<file path="config.mk">
export PLATFORM = sky130hd
export DESIGN_NAME = base64_stream_encoder
export DESIGN_NICKNAME = d
export VERILOG_FILES = /design/src/rtl/b64_pkg.sv /design/src/rtl/b64_front.sv /design/src/rtl/b64_queue.sv /design/src/rtl/b64_back.sv /design/src/rtl/base64_stream_encoder.sv
export SDC_FILE = /design/constraint.sdc
export NUM_CORES = 1
export LEC_CHECK = 0
export ABC_AREA = 1
export ABC_CLOCK_PERIOD_IN_PS = 9500
export BUFFER_PORTS_ARGS = -buffer_cell sky130_fd_sc_hd__clkbuf_2
export CAP_MARGIN = 0
export CORE_ASPECT_RATIO = 2
export CORE_MARGIN = 2
export CORE_UTILIZATION = 40
export CTS_CLUSTER_SIZE = 40
export DETAILED_ROUTE_END_ITERATION = 7
export GPL_TIMING_DRIVEN = 0
export PLACE_DENSITY = 0.66
export SKIP_CTS_REPAIR_TIMING = 1
export SYNTH_ARGS = -nofsm -noshare
export SYNTH_HDL_FRONTEND = slang
export SYNTH_HIERARCHICAL = 1
export SYNTH_SLANG_ARGS = --single-unit
</file>
<file path="constraint.sdc">
create_clock -name aclk -period 9.5 [get_ports aclk]
set_input_delay 2.85 -clock aclk [delete_from_list [all_inputs] [get_ports aclk]]
set_output_delay 2.85 -clock aclk [all_outputs]
set_load 0.05 [all_outputs]
</file>
<file path="src/rtl/b64_pkg.sv">
// Shared types, constants and the sextet-to-character mapping for the base64 encoder.
`timescale 1ns / 1ps

package b64_pkg;

    localparam logic [7:0] PAD_CHAR   = 8'h3D;
    localparam logic [7:0] PLUS_CHAR  = 8'h2B;
    localparam logic [7:0] SLASH_CHAR = 8'h2F;
    localparam logic [7:0] UPPER_BASE = 8'h41;
    localparam logic [7:0] LOWER_BASE = 8'h61;
    localparam logic [7:0] DIGIT_BASE = 8'h30;

    // one classified byte: the characters it produces and where they stop
    typedef struct packed {
        logic [3:0][7:0] chars;
        logic [1:0]      last_idx;
        logic            msg_end;
    } job_t;

    typedef struct packed {
        logic valid;
        job_t job;
    } push_t;

    function automatic logic [7:0] sextet_char(input logic [5:0] v);
        logic [7:0] c;
        if (v < 6'd26) begin
            c = UPPER_BASE + {2'b00, v};
        end else if (v < 6'd52) begin
            c = LOWER_BASE + {2'b00, v - 6'd26};
        end else if (v < 6'd62) begin
            c = DIGIT_BASE + {2'b00, v - 6'd52};
        end else if (v == 6'd62) begin
            c = PLUS_CHAR;
        end else begin
            c = SLASH_CHAR;
        end
        return c;
    endfunction

endpackage

</file>
<file path="src/rtl/b64_front.sv">
// Front end: takes message bytes, tracks group phase and carry, builds character jobs.
`timescale 1ns / 1ps

module b64_front (
    input  logic             aclk,
    input  logic             aresetn,
    input  logic             in_valid,
    input  logic [7:0]       in_byte,
    input  logic             in_final,
    input  logic             q_full,
    output logic             in_ready,
    output b64_pkg::push_t   push
);

    localparam logic [1:0] PH_0 = 2'd0;
    localparam logic [1:0] PH_1 = 2'd1;
    localparam logic [1:0] PH_2 = 2'd2;

    logic [1:0] phase_reg, phase_next;
    logic [3:0] carry_reg, carry_next;
    logic       take;
    b64_pkg::job_t job;

    assign in_ready = !q_full;
    assign take     = in_valid && !q_full;

    always_comb begin
        job.chars    = {4{b64_pkg::PAD_CHAR}};
        job.last_idx = 2'd0;
        job.msg_end  = in_final;
        phase_next   = phase_reg;
        carry_next   = carry_reg;
        case (phase_reg)
            PH_1: begin
                job.chars[0] = b64_pkg::sextet_char({carry_reg[1:0], in_byte[7:4]});
                if (in_final) begin
                    job.chars[1] = b64_pkg::sextet_char({in_byte[3:0], 2'b00});
                    job.last_idx = 2'd2;
                end else begin
                    carry_next = in_byte[3:0];
                    phase_next = PH_2;
                end
            end
            PH_2: begin
                job.chars[0] = b64_pkg::sextet_char({carry_reg, in_byte[7:6]});
                job.chars[1] = b64_pkg::sextet_char(in_byte[5:0]);
                job.last_idx = 2'd1;
                carry_next   = 4'd0;
                phase_next   = PH_0;
            end
            default: begin
                job.chars[0] = b64_pkg::sextet_char(in_byte[7:2]);
                if (in_final) begin
                    job.chars[1] = b64_pkg::sextet_char({in_byte[1:0], 4'b0000});
                    job.last_idx = 2'd3;
                end else begin
                    carry_next = {2'b00, in_byte[1:0]};
                    phase_next = PH_1;
                end
            end
        endcase
        if (in_final) begin
            phase_next = PH_0;
            carry_next = 4'd0;
        end
    end

    assign push.valid = take;
    assign push.job   = job;

    always_ff @(posedge aclk) begin
        if (!aresetn) begin
            phase_reg <= PH_0;
            carry_reg <= 4'd0;
        end else if (take) begin
            phase_reg <= phase_next;
            carry_reg <= carry_next;
        end
    end

endmodule

</file>
<file path="src/rtl/b64_queue.sv">
// Short job queue between the front end and the character emitter.
`timescale 1ns / 1ps

module b64_queue #(
    parameter int DEPTH = 4
) (
    input  logic             aclk,
    input  logic             aresetn,
    input  b64_pkg::push_t   push,
    input  logic             pop,
    output logic             full,
    output logic             head_valid,
    output b64_pkg::job_t    head
);

    localparam int PW = (DEPTH > 1) ? $clog2(DEPTH) : 1;
    localparam int CW = $clog2(DEPTH + 1);

    b64_pkg::job_t  slot_reg [DEPTH];
    logic [PW-1:0]  wr_ptr_reg, rd_ptr_reg;
    logic [CW-1:0]  count_reg;
    logic           do_push, do_pop;

    assign full       = count_reg == CW'(DEPTH);
    assign head_valid = count_reg != '0;
    assign head       = slot_reg[rd_ptr_reg];
    assign do_push    = push.valid && !full;
    assign do_pop     = pop && head_valid;

    function automatic logic [PW-1:0] bump(input logic [PW-1:0] p);
        return (p == PW'(DEPTH - 1)) ? '0 : p + PW'(1);
    endfunction

    always_ff @(posedge aclk) begin
        if (do_push) begin
            slot_reg[wr_ptr_reg] <= push.job;
        end
    end

    always_ff @(posedge aclk) begin
        if (!aresetn) begin
            wr_ptr_reg <= '0;
            rd_ptr_reg <= '0;
            count_reg  <= '0;
        end else begin
            if (do_push) begin
                wr_ptr_reg <= bump(wr_ptr_reg);
            end
            if (do_pop) begin
                rd_ptr_reg <= bump(rd_ptr_reg);
            end
            if (do_push && !do_pop) begin
                count_reg <= count_reg + CW'(1);
            end else if (do_pop && !do_push) begin
                count_reg <= count_reg - CW'(1);
            end
        end
    end

endmodule

</file>
<file path="src/rtl/b64_back.sv">
// Back end: walks the head job one character per cycle, while out_ready does not stall it, into the output register.
`timescale 1ns / 1ps

module b64_back (
    input  logic             aclk,
    input  logic             aresetn,
    input  logic             head_valid,
    input  b64_pkg::job_t    head,
    output logic             pop,
    output logic             out_valid,
    input  logic             out_ready,
    output logic [7:0]       out_char,
    output logic             out_run_end,
    output logic             out_msg_end
);

    logic [1:0] idx_reg;
    logic       valid_reg;
    logic [7:0] char_reg;
    logic       run_end_reg, msg_end_reg;
    logic       adv, load, at_last;

    assign adv     = !valid_reg || out_ready;
    assign load    = adv && head_valid;
    assign at_last = idx_reg == head.last_idx;
    assign pop     = load && at_last;

    always_ff @(posedge aclk) begin
        if (!aresetn) begin
            valid_reg <= 1'b0;
            idx_reg   <= 2'd0;
        end else begin
            if (adv) begin
                valid_reg <= head_valid;
            end
            if (load) begin
                idx_reg <= at_last ? 2'd0 : idx_reg + 2'd1;
            end
        end
    end

    always_ff @(posedge aclk) begin
        if (load) begin
            char_reg    <= head.chars[idx_reg];
            run_end_reg <= at_last;
            msg_end_reg <= at_last && head.msg_end;
        end
    end

    assign out_valid   = valid_reg;
    assign out_char    = char_reg;
    assign out_run_end = run_end_reg;
    assign out_msg_end = msg_end_reg;

endmodule

</file>
<file path="src/rtl/base64_stream_encoder.sv">
// Top level of the streaming base64 encoder.
//
//   channel | dir | tdata           | tlast       | tuser
//   s_      | in  | [7:0] data_byte | final_byte  | -
//   m_      | out | [7:0] code_char | message_end | [0] run_end
//
// The output gives one character per cycle unless m_tready stalls it; a byte yields
// 1 to 4 characters (1, 1, 2 inside a group, 4, 3 or 2 on a final byte), so about 4/3
// characters per byte over long messages, paced by the single character emitter.
// The front takes one byte per cycle while the DEPTH-entry job queue has room.
// An accepted byte's job is queued, then its first character loads the output register.
// aresetn clears phase, carry, queue pointers and the output valid.
// A stalled m_ side holds its item; the s_ side stalls only when the queue fills.
`timescale 1ns / 1ps

module base64_stream_encoder #(
    parameter int DEPTH = 4
) (
    input  logic       aclk,
    input  logic       aresetn,
    input  logic       s_tvalid,
    output logic       s_tready,
    input  logic [7:0] s_tdata,   // [7:0] data_byte
    input  logic       s_tlast,
    output logic       m_tvalid,
    input  logic       m_tready,
    output logic [7:0] m_tdata,   // [7:0] code_char
    output logic       m_tuser,   // [0] run_end
    output logic       m_tlast
);

    b64_pkg::push_t push;
    b64_pkg::job_t  head;
    logic           q_full, head_valid, pop;

    b64_front u_front (
        .aclk     (aclk),
        .aresetn  (aresetn),
        .in_valid (s_tvalid),
        .in_byte  (s_tdata),
        .in_final (s_tlast),
        .q_full   (q_full),
        .in_ready (s_tready),
        .push     (push)
    );

    b64_queue #(.DEPTH(DEPTH)) u_queue (
        .aclk       (aclk),
        .aresetn    (aresetn),
        .push       (push),
        .pop        (pop),
        .full       (q_full),
        .head_valid (head_valid),
        .head       (head)
    );

    b64_back u_back (
        .aclk        (aclk),
        .aresetn     (aresetn),
        .head_valid  (head_valid),
        .head        (head),
        .pop         (pop),
        .out_valid   (m_tvalid),
        .out_ready   (m_tready),
        .out_char    (m_tdata),
        .out_run_end (m_tuser),
        .out_msg_end (m_tlast)
    );

endmodule

</file>
* Word-level counts from Yosys, hierarchy flattened
Memories as Yosys holds them, arrays and structs flattened. A register that Yosys moved wholly into a read port is not among the register bits.
Index checks and enable logic that the tools add are counted.
** Operators by class
- Add/sub/neg operators :: 35
- $mul :: 0
- Div/mod/pow operators :: 0
- $lt $le $gt $ge :: 19
- Equality and inequality tests :: 10
- Shift operators :: 0
- Mux-type cells :: 42
- Bitwise logic cells :: 0
- Reduce and logical (&&, ||, !) cells :: 15
** Operators by type and width (count)
- two-way mux 8 bit :: 21
- adder 7 x 6 -> 8 bit (first input constant) :: 12
- < comparator 6 bit (second input constant) :: 12
- adder 6 x 6 -> 7 bit (first input constant) :: 6
- < comparator 6 x 5 -> 1 bit (second input constant) :: 6
- one-hot mux 18 bit (2 select lines) :: 1
- subtractor 6 x 5 -> 6 bit (second input constant) :: 6
- subtractor 6 bit (second input constant) :: 6
- equality test 6 bit (second input constant) :: 4
- two-way mux 3 bit :: 6
- binary-select mux 8 bit (select 2 bit) :: 1
- two-way mux 2 bit :: 8
- logical AND 1 bit :: 8
- one-hot mux 4 bit (2 select lines) :: 1
- adder 2 x 1 -> 2 bit (second input constant) :: 3
- equality test 2 bit (second input constant) :: 3
- logical NOT 1 bit :: 4
- two-way mux 4 bit :: 1
- one-hot mux 2 bit (2 select lines) :: 1
- adder 3 x 1 -> 3 bit (second input constant) :: 1
- equality test 3 bit (second input constant) :: 1
- < comparator 2 x 3 -> 1 bit (second input constant) :: 1
- nonzero test 3 bit :: 1
- subtractor 3 x 1 -> 3 bit (second input constant) :: 1
- other kinds (5) :: 6
** Storage, ports and cells
- Register bits :: 26
- Latch bits :: 0
- Memory bits (writable) :: 76
- Memory bits (read-only) :: 0
- Input bits :: 13
- Output and inout port bits :: 12
- Logic and storage cells :: 132
- Memories :: 1
** Memory list
- u_queue.slot_reg :: depth 4, width 19, read ports 1, clocked after Yosys merged registers in 1, wr ports 1, RTL line b64_queue.sv:19 : b64_pkg::job_t slot_reg [DEPTH];

* Depth between registers and ports, before layout
Gate-level depths: netlist of the first run.
- Depth after elaboration :: 8
- Gate-level depth with buffers :: 20
- Mapped depth without buffers :: 18

* Cells and area by module
The synthesis of the first run kept the hierarchy.
** Modules (own cells, without submodules)
- b64_queue :: times used 1, cells an instance 409, area an instance 5671.7 µm², seq. area each 4384.2 µm²
- b64_front :: times used 1, cells an instance 537, area an instance 3134.3 µm², seq. area each 120.1 µm²
- b64_back :: times used 1, cells an instance 88, area an instance 755.7 µm², seq. area each 360.3 µm²

* Least setup slack after synthesis of the first run
No wires, ideal clock.
- Kind :: input -> register
- Start :: in s_tvalid
- End :: mem u_queue/slot_reg[0][0] (netlist name), enable pin
- Setup time :: 0.427 ns
- Arrival time :: 4.806 ns
- Required time :: 9.073 ns
- Path slack :: 4.267 ns
- Stages on the path :: 5
- Buffers on the path :: 1
- Cells stage by stage :: nand2_1 -> inv_1 -> buf_4 -> nand2_1 -> nor2_1
** On the way
- Cells in the longest elaborated chain, start to end :: 4
** Ends and longest elaborated chain
- start: declaration :: RTL line base64_stream_encoder.sv:21 : input logic s_tvalid,
- logical AND 1 bit :: RTL line b64_front.sv:25 : assign take = in_valid && !q_full;
- net u_front.take :: RTL line b64_front.sv:21 : logic take;
- logical AND 1 bit :: RTL line b64_queue.sv:27 : assign do_push = push.valid && !full;
- two-way mux 1 bit :: RTL line b64_queue.sv:35 : if (do_push) begin
- two-way mux 1 bit (implied by the code) :: RTL line b64_queue.sv:36 : slot_reg[wr_ptr_reg] <= push.job;
- end: declaration :: RTL line b64_queue.sv:19
The timed path passes the listed nets, and every way through them passes these cells.

==> results of run 1 <==
cells in the mapped netlist, drive strengths merged:
library cell  count  area share (%)
nand3            60             3.4
nor2            148             6.7
a22oi             1           0.079
clkinv            1           0.039
o22ai            43             2.8
or2               2            0.13
ha               50             6.5
clkbuf            1           0.039
o21ai           113             6.0
edfxtp          150              47
nand3b            4            0.31
fa                1            0.21
o211ai            5            0.39
conb              2           0.079
a21oi            35             2.1
a21boi            1           0.079
dfxtp            18             3.8
o21bai            1           0.079
nand4             6            0.39
inv              97             3.9
xor2             24             2.2
o31ai             2            0.16
nor3              3            0.21
o221ai            1           0.092
buf              56             4.4
xnor2             5            0.46
nand2           204             8.5
worst min-delay path, delay by kind of cell (launching register included):
kind	cells	cell delay, ns
flops	1	0.34
buf+inv	1	0.07
compound gates	1	0.06
power groups by stage:
stage	registers (mW)	logic [mW]	clock network, mW
global placement	1.05	0.920	0
global route	1.04	1.04	0.669
CTS	1.03	0.967	0.641
finish	1.03	0.968	0.635
detailed placement	1.05	0.964	0
floorplan	1.13	0.570	0
layout make-up:
cell class	count	area (sq um)	area share, %
flip-flops and latches	168	4860	45.3
clock inverters	9	75.1	0.699
well taps	287	359	3.34
inverters	98	380	3.54
clock buffers	23	468	4.36
plain buffers	57	420	3.91
repair buffers	27	195	1.82
multi-input cells	725	3980	37.0
cells by family (layout without fill, tap and decap cells):
group	count (synthesis)	count (layout)	share of synthesized area (%)
xor+xnor	29	29	2.66
simple gates	427	427	19.5
buf+inv	155	214	8.37
flops	168	168	50.9
other cells	2	16	0.0785
compound gates	202	202	11.7
fa+ha+maj	51	51	6.75
worst max path at each step:
stage | start | to
final | s_tdata[2] | u_queue/slot_reg[2][17]
after global routing | s_tdata[2] | u_queue/slot_reg[0][11]
after CTS | s_tdata[2] | u_queue/slot_reg[2][17]
after detailed placement | s_tdata[2] | u_queue/slot_reg[2][17]
after global placement | s_tvalid | u_queue/slot_reg[0][27]
after floorplan | s_tvalid | u_queue/slot_reg[0][0]
layer usage:
metal,track usage (%),wire [um],vias up
met5,0,0,-
met3,2.35,692,100
met2,40.4,14500,228
li1,-,-,3595
met1,17.0,8120,3467
met4,15.3,1790,0
metrics by stage:
| stage | area [sq um] | cells | utilization [%] |
|---|---|---|---|
| 2_1_floorplan | 9610 | 1048 | - |
| 3_3_place_gp | 10100 | 1358 | 42.5 |
| 3_5_place_dp | 10200 | 1362 | 43.0 |
| 4_1_cts | 10700 | 1394 | 45.3 |
| 5_1_grt | 10700 | 1394 | 45.3 |
| 6_report | 10700 | 1394 | 45.3 |
==> run metrics, run 1 <==
Clock power frac 24.1%; # DRC 0; fillers 2224; GPL Wtd Cong 1.02; DP Wirelength 19200 um; drt via density 5.30; Area Growth Syn to Fin 12.3%; Setup WS pre-CTS 4.48 ns; routed len/inst 18.0 um; vias 7390; drt first pass iters 5; CTS tree yes; Seq/Total Area, Yosys 50.9%; GRT overflow 0; synth warn 6; combinational share of power 36.8%; Reg power frac 39.1%; # IOs 25; GRT Total Usage 20.1%; layout cells sized above 1 14.5%; Yosys reg bits 168; clk root buf clkbuf_16; Final Skew 0.00835 ns; Final Cycle Share 48.7%; delay-heaviest family, CP buffers and inverters; first-pass GRT wire length 38400 um; Max-Cap Viols 0; R2R cell count 15; final net count 1158; final hold viol count 0; WP depth 11; switching power total 0.994 mW; power per cell area 245 nW/um^2; max_slew headroom 59.2%; CP Buf/Inv Count 3; Clock Latency Late Sink 0.43 ns; Initial Utilization 40.3%; core area 23700 sq um; RR Endpoint u_queue/count_reg[1]; synthesized cell area 9560 sq um; Final ANT Viol Nets 0; leak pwr 4.40 nW; Distinct cells, synth 44; Clk pin slew, worst setup/hold paths 0.06 ns; Peak VDD IR 0.130 mV; Die Width 113 um; fin crit period 4.63 ns; critical path class input pin to flop; Power, Total 2.63 mW; buffers added on ports 23; clk sinks 168; commonest non-fill, non-tap cell in the layout nand2_1; max reg flops 140; cell internal pwr 1.64 mW; H-tree Lvls 4; Max Root-Sink Buffers 2; Sum Neg Setup Slack 0 ns; largest net degree at the start of global routing 29; Avg Synthesized Cell Area 9.25 sq um; min-delay worst type flop to flop; final WL 25100 um; CP Cell Sequence clkbuf_2 -> buf_2 -> inv_1 -> ha_1 -> xor2_1 -> ha_1 -> nor2_1 -> a21oi_1 -> nand2_1 -> nand2_1 -> a21oi_1; status complete, no violations; final setup violation count 0; Hold Path Stages 2; slowest CP cell a21oi_1; vias in the first global route 7464; ANT cells 0; critical path peak fanout 10; fin. max-slew vios 0; Die Height 223 um; row count 80; RSZ-0062 raised after global routing no; CTS buffer count 17; startpoint types input pin; Final Hold Slack 0.514 ns; Largest stage delay, worst path 0.33 ns; slew at the pin with the worst max-slew slack 0.610 ns; Crit path required time 9.71 ns; critical path endpoint category flop; fmax 216 MHz; R2R Setup Slk 6.61 ns; hold path startpoint u_queue/count_reg[0]; switch share 37.8%; initial DRC count 554; initial antenna violation count 0; Data arrival, critical path 4.83 ns; die footprint 25200 sq um; final worst slack 4.87 ns; Syn Inst Count 1034; WHS Endpoint u_queue/count_reg[0]; commonest non-fill, non-tap cells in the layout 193 x nand2_1, 150 x edfxtp_1, 132 x nor2_1
Note: power is estimated with default switching activity, not from simulation.
==> run 2: changes to the inputs <==
- ABC_CLOCK_PERIOD_IN_PS: 9500 -> 3700
- PLACE_DENSITY: 0.66 -> 0.68
- clock period: 9.5 -> 3.7 ns (I/O delays scaled with it)
==> run metrics, run 2 (synthesis gave the netlist of run 1 again) <==
critical path peak fanout 10 (unchanged); clk root buf clkbuf_16; Clock Latency Late Sink 0.43 ns (about the same); cell internal pwr 4.17 mW (+150%); Crit path required time 3.84 ns (-5.87 ns); CTS buffer count 17 (unchanged); hold path startpoint u_front/phase_reg[0]; commonest non-fill, non-tap cell in the layout nand2_1; row count 80 (unchanged); CP Buf/Inv Count 4 (+1); drt first pass iters 5 (unchanged); status complete, no violations; slew at the pin with the worst max-slew slack 0.700 ns (+0.0900 ns); Reg power frac 39.4% (+0.3 points); Crit. Startpoint s_tdata[2]; ANT cells 0 (unchanged); RR Endpoint u_queue/count_reg[1]; Final Skew 0.00628 ns (-0.00207 ns); critical path class input pin to flop; vias in the first global route 7412 (-0.70%); Clk pin slew, worst setup/hold paths 0.06 ns (about the same); Power, Total 6.72 mW (+160%); Multi-input gate area 3980 sq um (unchanged); Initial Utilization 40.3% (unchanged); Max-Cap Viols 0 (unchanged); GRT Total Usage 20.1% (-0.032 points); Clock power frac 23.7% (-0.4 points); combinational share of power 36.9% (about the same); critical path endpoint category flop; final WL 25100 um (about the same); routed len/inst 18.0 um (about the same); Largest stage delay, worst path 0.29 ns (-0.04 ns); largest net degree at the start of global routing 28 (-3.4%); final net count 1158 (unchanged); max reg flops 140 (unchanged); Die Height 223 um (unchanged); delay-heaviest family, CP buffers and inverters; H-tree Lvls 4 (unchanged); startpoint types input pin; commonest non-fill, non-tap cells in the layout 193 x nand2_1, 150 x edfxtp_1, 132 x nor2_1; max_slew headroom 53.2% (-6.0 points); clk sinks 168 (unchanged); Setup crit end u_queue/slot_reg[3][11]; DP Wirelength 19300 um (+0.82%); Die Width 113 um (unchanged); min-delay worst type flop to flop; busiest grt layer met2; CP Cell Sequence clkbuf_2 -> buf_2 -> inv_1 -> ha_1 -> nand3_1 -> nand3_2 -> nand2_1 -> inv_1 -> o211ai_1 -> o21ai_0; die footprint 25200 sq um (unchanged); GPL Wtd Cong 0.881 (-14%); buffers added on ports 23 (unchanged); R2R Setup Slk 0.81 ns (-5.80 ns); power per cell area 627 nW/um^2 (+160%); RSZ-0062 raised after global routing no; final setup violation count 0 (unchanged); M2 GR Usage 41.1% (+0.75 points); vias 7288 (-1.4%); core area 23700 sq um (unchanged); drt via density 5.23 (-1.4%); CTS tree yes; Sum Neg Setup Slack 0 ns (unchanged); GRT overflow 0 (unchanged); # DRC 0 (unchanged); initial DRC count 528 (-4.7%); final worst slack 0.782 ns (-4.09 ns); register area 4860 sq um (unchanged); switch share 37.9% (+0.16 points); Setup WS pre-CTS 0.382 ns (-4.10 ns); Peak VDD IR 0.387 mV (+200%); slowest CP cell ha_1; first-pass GRT wire length 38200 um (-0.56%); Final ANT Viol Nets 0 (unchanged); Max Root-Sink Buffers 2 (unchanged); final hold viol count 0 (unchanged); switching power total 2.55 mW (+160%); WP depth 10 (-1); Crit path top cell by count inv_1; Core Util, Final 45.2% (about the same); grt met1 use 16.7% (-0.27 points); Final Hold Slack 0.525 ns (+0.0108 ns); R2R cell count 15 (unchanged); fin crit period 2.92 ns; fillers 2242 (+0.81%); M3 GR Usage 1.88% (-0.46 points); fmax 343 MHz; layout cells sized above 1 14.4% (-0.18 points); leak pwr 4.39 nW (-0.28%); Data arrival, critical path 3.06 ns (-1.77 ns); initial antenna violation count 0 (unchanged); Area Growth Syn to Fin 12.2% (about the same); # IOs 25 (unchanged); fin. max-slew vios 0 (unchanged); Final Cycle Share 78.9%
## run 2: changes by cell type in the layout (fill, tap and decap cells not counted)
cell,change
clkbuf_8,-2
clkinv_2,-1
clkbuf_1,+2
clkinvlp_4,+1
buf_16,+1
buf_12,-1
## run 2: power groups by stage
stage,Combinational (mW),Clock [mW],Sequential [mW]
after floorplan,1.46,0,2.89
after detailed placement,2.46,0,2.69
after global routing,2.70,1.67,2.67
final,2.48,1.59,2.65
after CTS,2.48,1.61,2.65
after global placement,2.35,0,2.71
## run 2: layout make-up
type                    count  area share [%]
plain buffers              57            3.92
clock buffers              23            4.17
clock inverters             9           0.723
inverters                  98            3.54
multi-input cells         725            37.1
flip-flops and latches    168            45.3
well taps                 287            3.35
repair buffers             27            1.89
## run 2: worst min path at each step
stage / slack [ns] / cells after the start / endpoint
after floorplan: 0.47 / 2 / u_front/phase_reg[0]
after detailed placement: 0.51 / 2 / u_queue/count_reg[0]
after CTS: 0.52 / 2 / u_front/phase_reg[0]
after global routing: 0.54 / 2 / u_front/phase_reg[0]
final: 0.52 / 2 / u_front/phase_reg[0]
after global placement: 0.50 / 2 / u_front/phase_reg[0]
## run 2: per-stage QoR
stage | cell area [sq um] | instances
2_1_floorplan | 9610 | 1048
3_3_place_gp | 10100 | 1358
3_5_place_dp | 10200 | 1362
4_1_cts | 10700 | 1394
5_1_grt | 10700 | 1394
6_report | 10700 | 1394
## run 2: worst reg2reg max path: cells and delay by family, from the launching register on
family	cells	cell delay, ns
AOI/OAI and AO/OA	3	0.39
adders and majority gates	2	0.66
buffers and inverters	5	0.69
DFF	1	0.64
and+or+nand+nor	5	0.41
## run 2: metal layers
metal,vias to the layer above,part of all wire (%)
li1,3592,-
met1,3415,32
met2,194,59
met3,87,2.5
met4,0,6.6
met5,-,0
==> run 3: changes to the inputs <==
- ABC_AREA: 1 -> 0
- ABC_CLOCK_PERIOD_IN_PS: 3700 -> 2500
- clock period: 3.7 -> 2.5 ns (I/O delays scaled with it)
==> run metrics, run 3 <==
critical path endpoint category flop; Die Height 219 um (-1.5%); Die Width 112 um (-1.5%); Seq/Total Area, Yosys 52.5% (+1.6 points); Max Root-Sink Buffers 2 (unchanged); Largest stage delay, worst path 0.56 ns (+0.27 ns); CP Buf/Inv Count 3 (-1); Initial Utilization 40.8% (+0.44 points); clk sinks 168 (unchanged); fmax 353 MHz; core area 22700 sq um (-4.1%); max reg flops 140 (unchanged); synthesized cell area 9270 sq um (-3.1%); RSZ-0062 raised after global routing yes; top-count cell post-synth edfxtp_1; final hold viol count 0 (unchanged); clk root buf clkbuf_16; startpoint types flop; synth warn 6 (unchanged); slowest CP cell mux4_2; commonest cells in the netlist 150 x edfxtp_1, 50 x ha_1, 47 x nand2_1; power per cell area 809 nW/um^2 (+29%); layout cells sized above 1 34.2% (+20 points); die footprint 24500 sq um (-3.0%); final net count 856 (-26%); critical path class flop to flop; # DRC 0 (unchanged); Reg power frac 42.2% (+2.8 points); number of flops mapped to enable cells by yosys 150 (unchanged); Clock power frac 27.3% (+3.6 points); commonest non-fill, non-tap cell in the layout edfxtp_1; switch share 30.7% (-7.3 points); # IOs 25 (unchanged); drt via density 5.64 (+7.8%); delay-heaviest family, CP multiplexers; row count 78 (-2.5%); fin crit period 2.83 ns; buffers added on ports 23 (unchanged); Sum Neg Setup Slack -0.474 ns (-0.474 ns); CTS buffer count 17 (unchanged); GRT overflow 0 (unchanged); Crit path top cell by count xor2_2; Peak VDD IR 0.565 mV (+46%); largest net degree at the start of global routing 36 (+29%); Syn Inst Count 695 (-33%); ys async rst share 0% (unchanged); top_reg_cell synth edfxtp_1; fillers 1924 (-14%); fin. max-slew vios 0 (unchanged); vias in the first global route 6170 (-17%); final setup violation count 6 (+6); cell internal pwr 6.32 mW (+51%); min-delay worst type input pin to flop; Clk pin slew, worst setup/hold paths 0.06 ns (about the same); area leader, netlist edfxtp_1; failing checks setup timing; combinational share of power 30.5% (-6.4 points); initial DRC count 339 (-36%); switching power total 2.79 mW (+9.5%); critical path peak fanout 4 (-6); Avg Synthesized Cell Area 13.3 sq um (+44%); Crit path required time 2.86 ns (-0.98 ns); commonest non-fill, non-tap cells in the layout 150 x edfxtp_1, 62 x buf_4, 44 x nand2_1; first-pass GRT wire length 33600 um (-12%); max_slew headroom 61.9% (+8.6 points); drt first pass iters 4 (-1); final WL 22400 um (-11%); initial antenna violation count 0 (unchanged); Clock Latency Late Sink 0.43 ns (about the same); GPL Wtd Cong 0.999 (+13%); leak pwr 3.95 nW (-9.9%); GRT Total Usage 18.2% (-1.9 points); Data arrival, critical path 3.19 ns (+0.13 ns); H-tree Lvls 4 (unchanged); slew at the pin with the worst max-slew slack 0.572 ns (-0.127 ns); DP Wirelength 16000 um (-17%); ANT cells 0 (unchanged); CTS tree yes; Post-DP Area 9850 sq um (-3.5%); Area Growth Syn to Fin 21.6%; Final ANT Viol Nets 0 (unchanged); CP Cell Sequence buf_8 -> buf_12 -> mux4_2 -> xor2_2 -> nor2_2 -> and2_4 -> o31ai_4 -> ha_4 -> inv_2 -> fa_2 -> xor2_2 -> or3_1 -> a21boi_1; placed cells 1012 (-26%); vias 6117 (-16%); final worst slack -0.331 ns (-1.11 ns); Yosys reg bits 168 (unchanged); status complete, but fails checks; Area contributors post-synth edfxtp_1 49%, mux4_2 8.5%, ha_1 6.8%; Finished Cell Area 11300 sq um (+5.0%); Distinct cells, synth 67 (+52%); Max-Cap Viols 0 (unchanged); Final Cycle Share 113%; top cell type's share of synthesized area 48.6% (+1.5 points); routed len/inst 20.6 um (+14%); Final Skew 0.0126 ns (+0.00632 ns); non-filler instance count after layout 1085 (-22%)
## run 3: cell types whose count changed after synthesis, sizes merged, moves of 11 or more
cell | previous run | this run
nor2 | 148 | 20
inv | 97 | 25
o22ai | 43 | 2
mux4 | 0 | 43
nand3 | 60 | 22
nor2b | 0 | 11
o21ai | 113 | 26
nand2 | 204 | 47
xnor2 | 5 | 32
## run 3: path summary, 6_finish.rpt
kind	cells after the start	slack [ns]	to	startpoint
worst max register to register	13	-0.33	u_queue/count_reg[2]	flop
worst min-delay path	1	0.52	u_queue/slot_reg[0][0]	s_tlast
worst max-delay path	13	-0.33	u_queue/count_reg[2]	flop
worst min register to register	2	0.54	u_front/phase_reg[1]	u_front/phase_reg[1]
## run 3: layout make-up
cell class,instances,area (sq um),share of cell area (%)
Clock buffer,21,440,3.91
Clock inverter,11,124,1.10
Inverter,26,126,1.12
Sequential cell,168,4870,43.2
Buffer,55,469,4.16
Timing Repair Buffer,65,455,4.04
Tap cell,280,350,3.11
Multi-Input combinational cell,459,4430,39.3
## run 3: power groups by stage
| stage | sequential, mW | clock (mW) | combinational, mW |
|---|---|---|---|
| floorplan | 4.18 | 0 | 1.60 |
| global route | 3.88 | 2.64 | 2.98 |
| global placement | 3.88 | 0 | 2.51 |
| CTS | 3.85 | 2.52 | 2.55 |
| finish | 3.84 | 2.49 | 2.78 |
| detailed placement | 3.91 | 0 | 2.54 |
## run 3: worst reg2reg max path, stage by stage (launching register included)
cell and delay, ns:
dfxtp_2 0.34, buf_8 0.10, buf_12 0.10, mux4_2 0.56, xor2_2 0.16, nor2_2 0.06, and2_4 0.16, o31ai_4 0.07
ha_4 0.20, inv_2 0.04, fa_2 0.36, xor2_2 0.15, or3_1 0.30, a21boi_1 0.15
## run 3: logic make-up after synthesis
kind of cell             after synthesis  synth area share, %
adder cells (fa/ha/maj)               51                 6.97
AO/OA/AOI/OAI                        142                 10.7
other                                  2               0.0810
buffers and inverters                 82                 5.23
AND/OR/NAND/NOR                      150                 8.21
flip-flops                           168                 52.5
XOR/XNOR                              49                 4.71
multiplexers                          51                 11.7
## run 3: layer usage
metal / vias up / part of all wire, % / GRT usage (%) / wire length [um]
met5: - / 0 / 0 / 0
met2: 201 / 59 / 36.2 / 13100
met4: 0 / 6.3 / 12.8 / 1410
met1: 3023 / 32 / 16.0 / 7200
met3: 76 / 2.9 / 2.95 / 641
li1: 2817 / - / - / -
## run 3: through the flow
stage | setup WS [ns] | util, % | hold WS (ns) | power, mW
2_1_floorplan | -0.313 | - | 0.458 | 5.78
3_3_place_gp | -0.808 | 43.3 | 0.488 | 6.39
3_5_place_dp | -0.840 | 43.3 | 0.497 | 6.44
4_1_cts | -0.708 | 45.8 | 0.504 | 8.92
5_1_grt | -0.396 | 49.5 | 0.508 | 9.51
6_report | -0.331 | 49.5 | 0.519 | 9.11
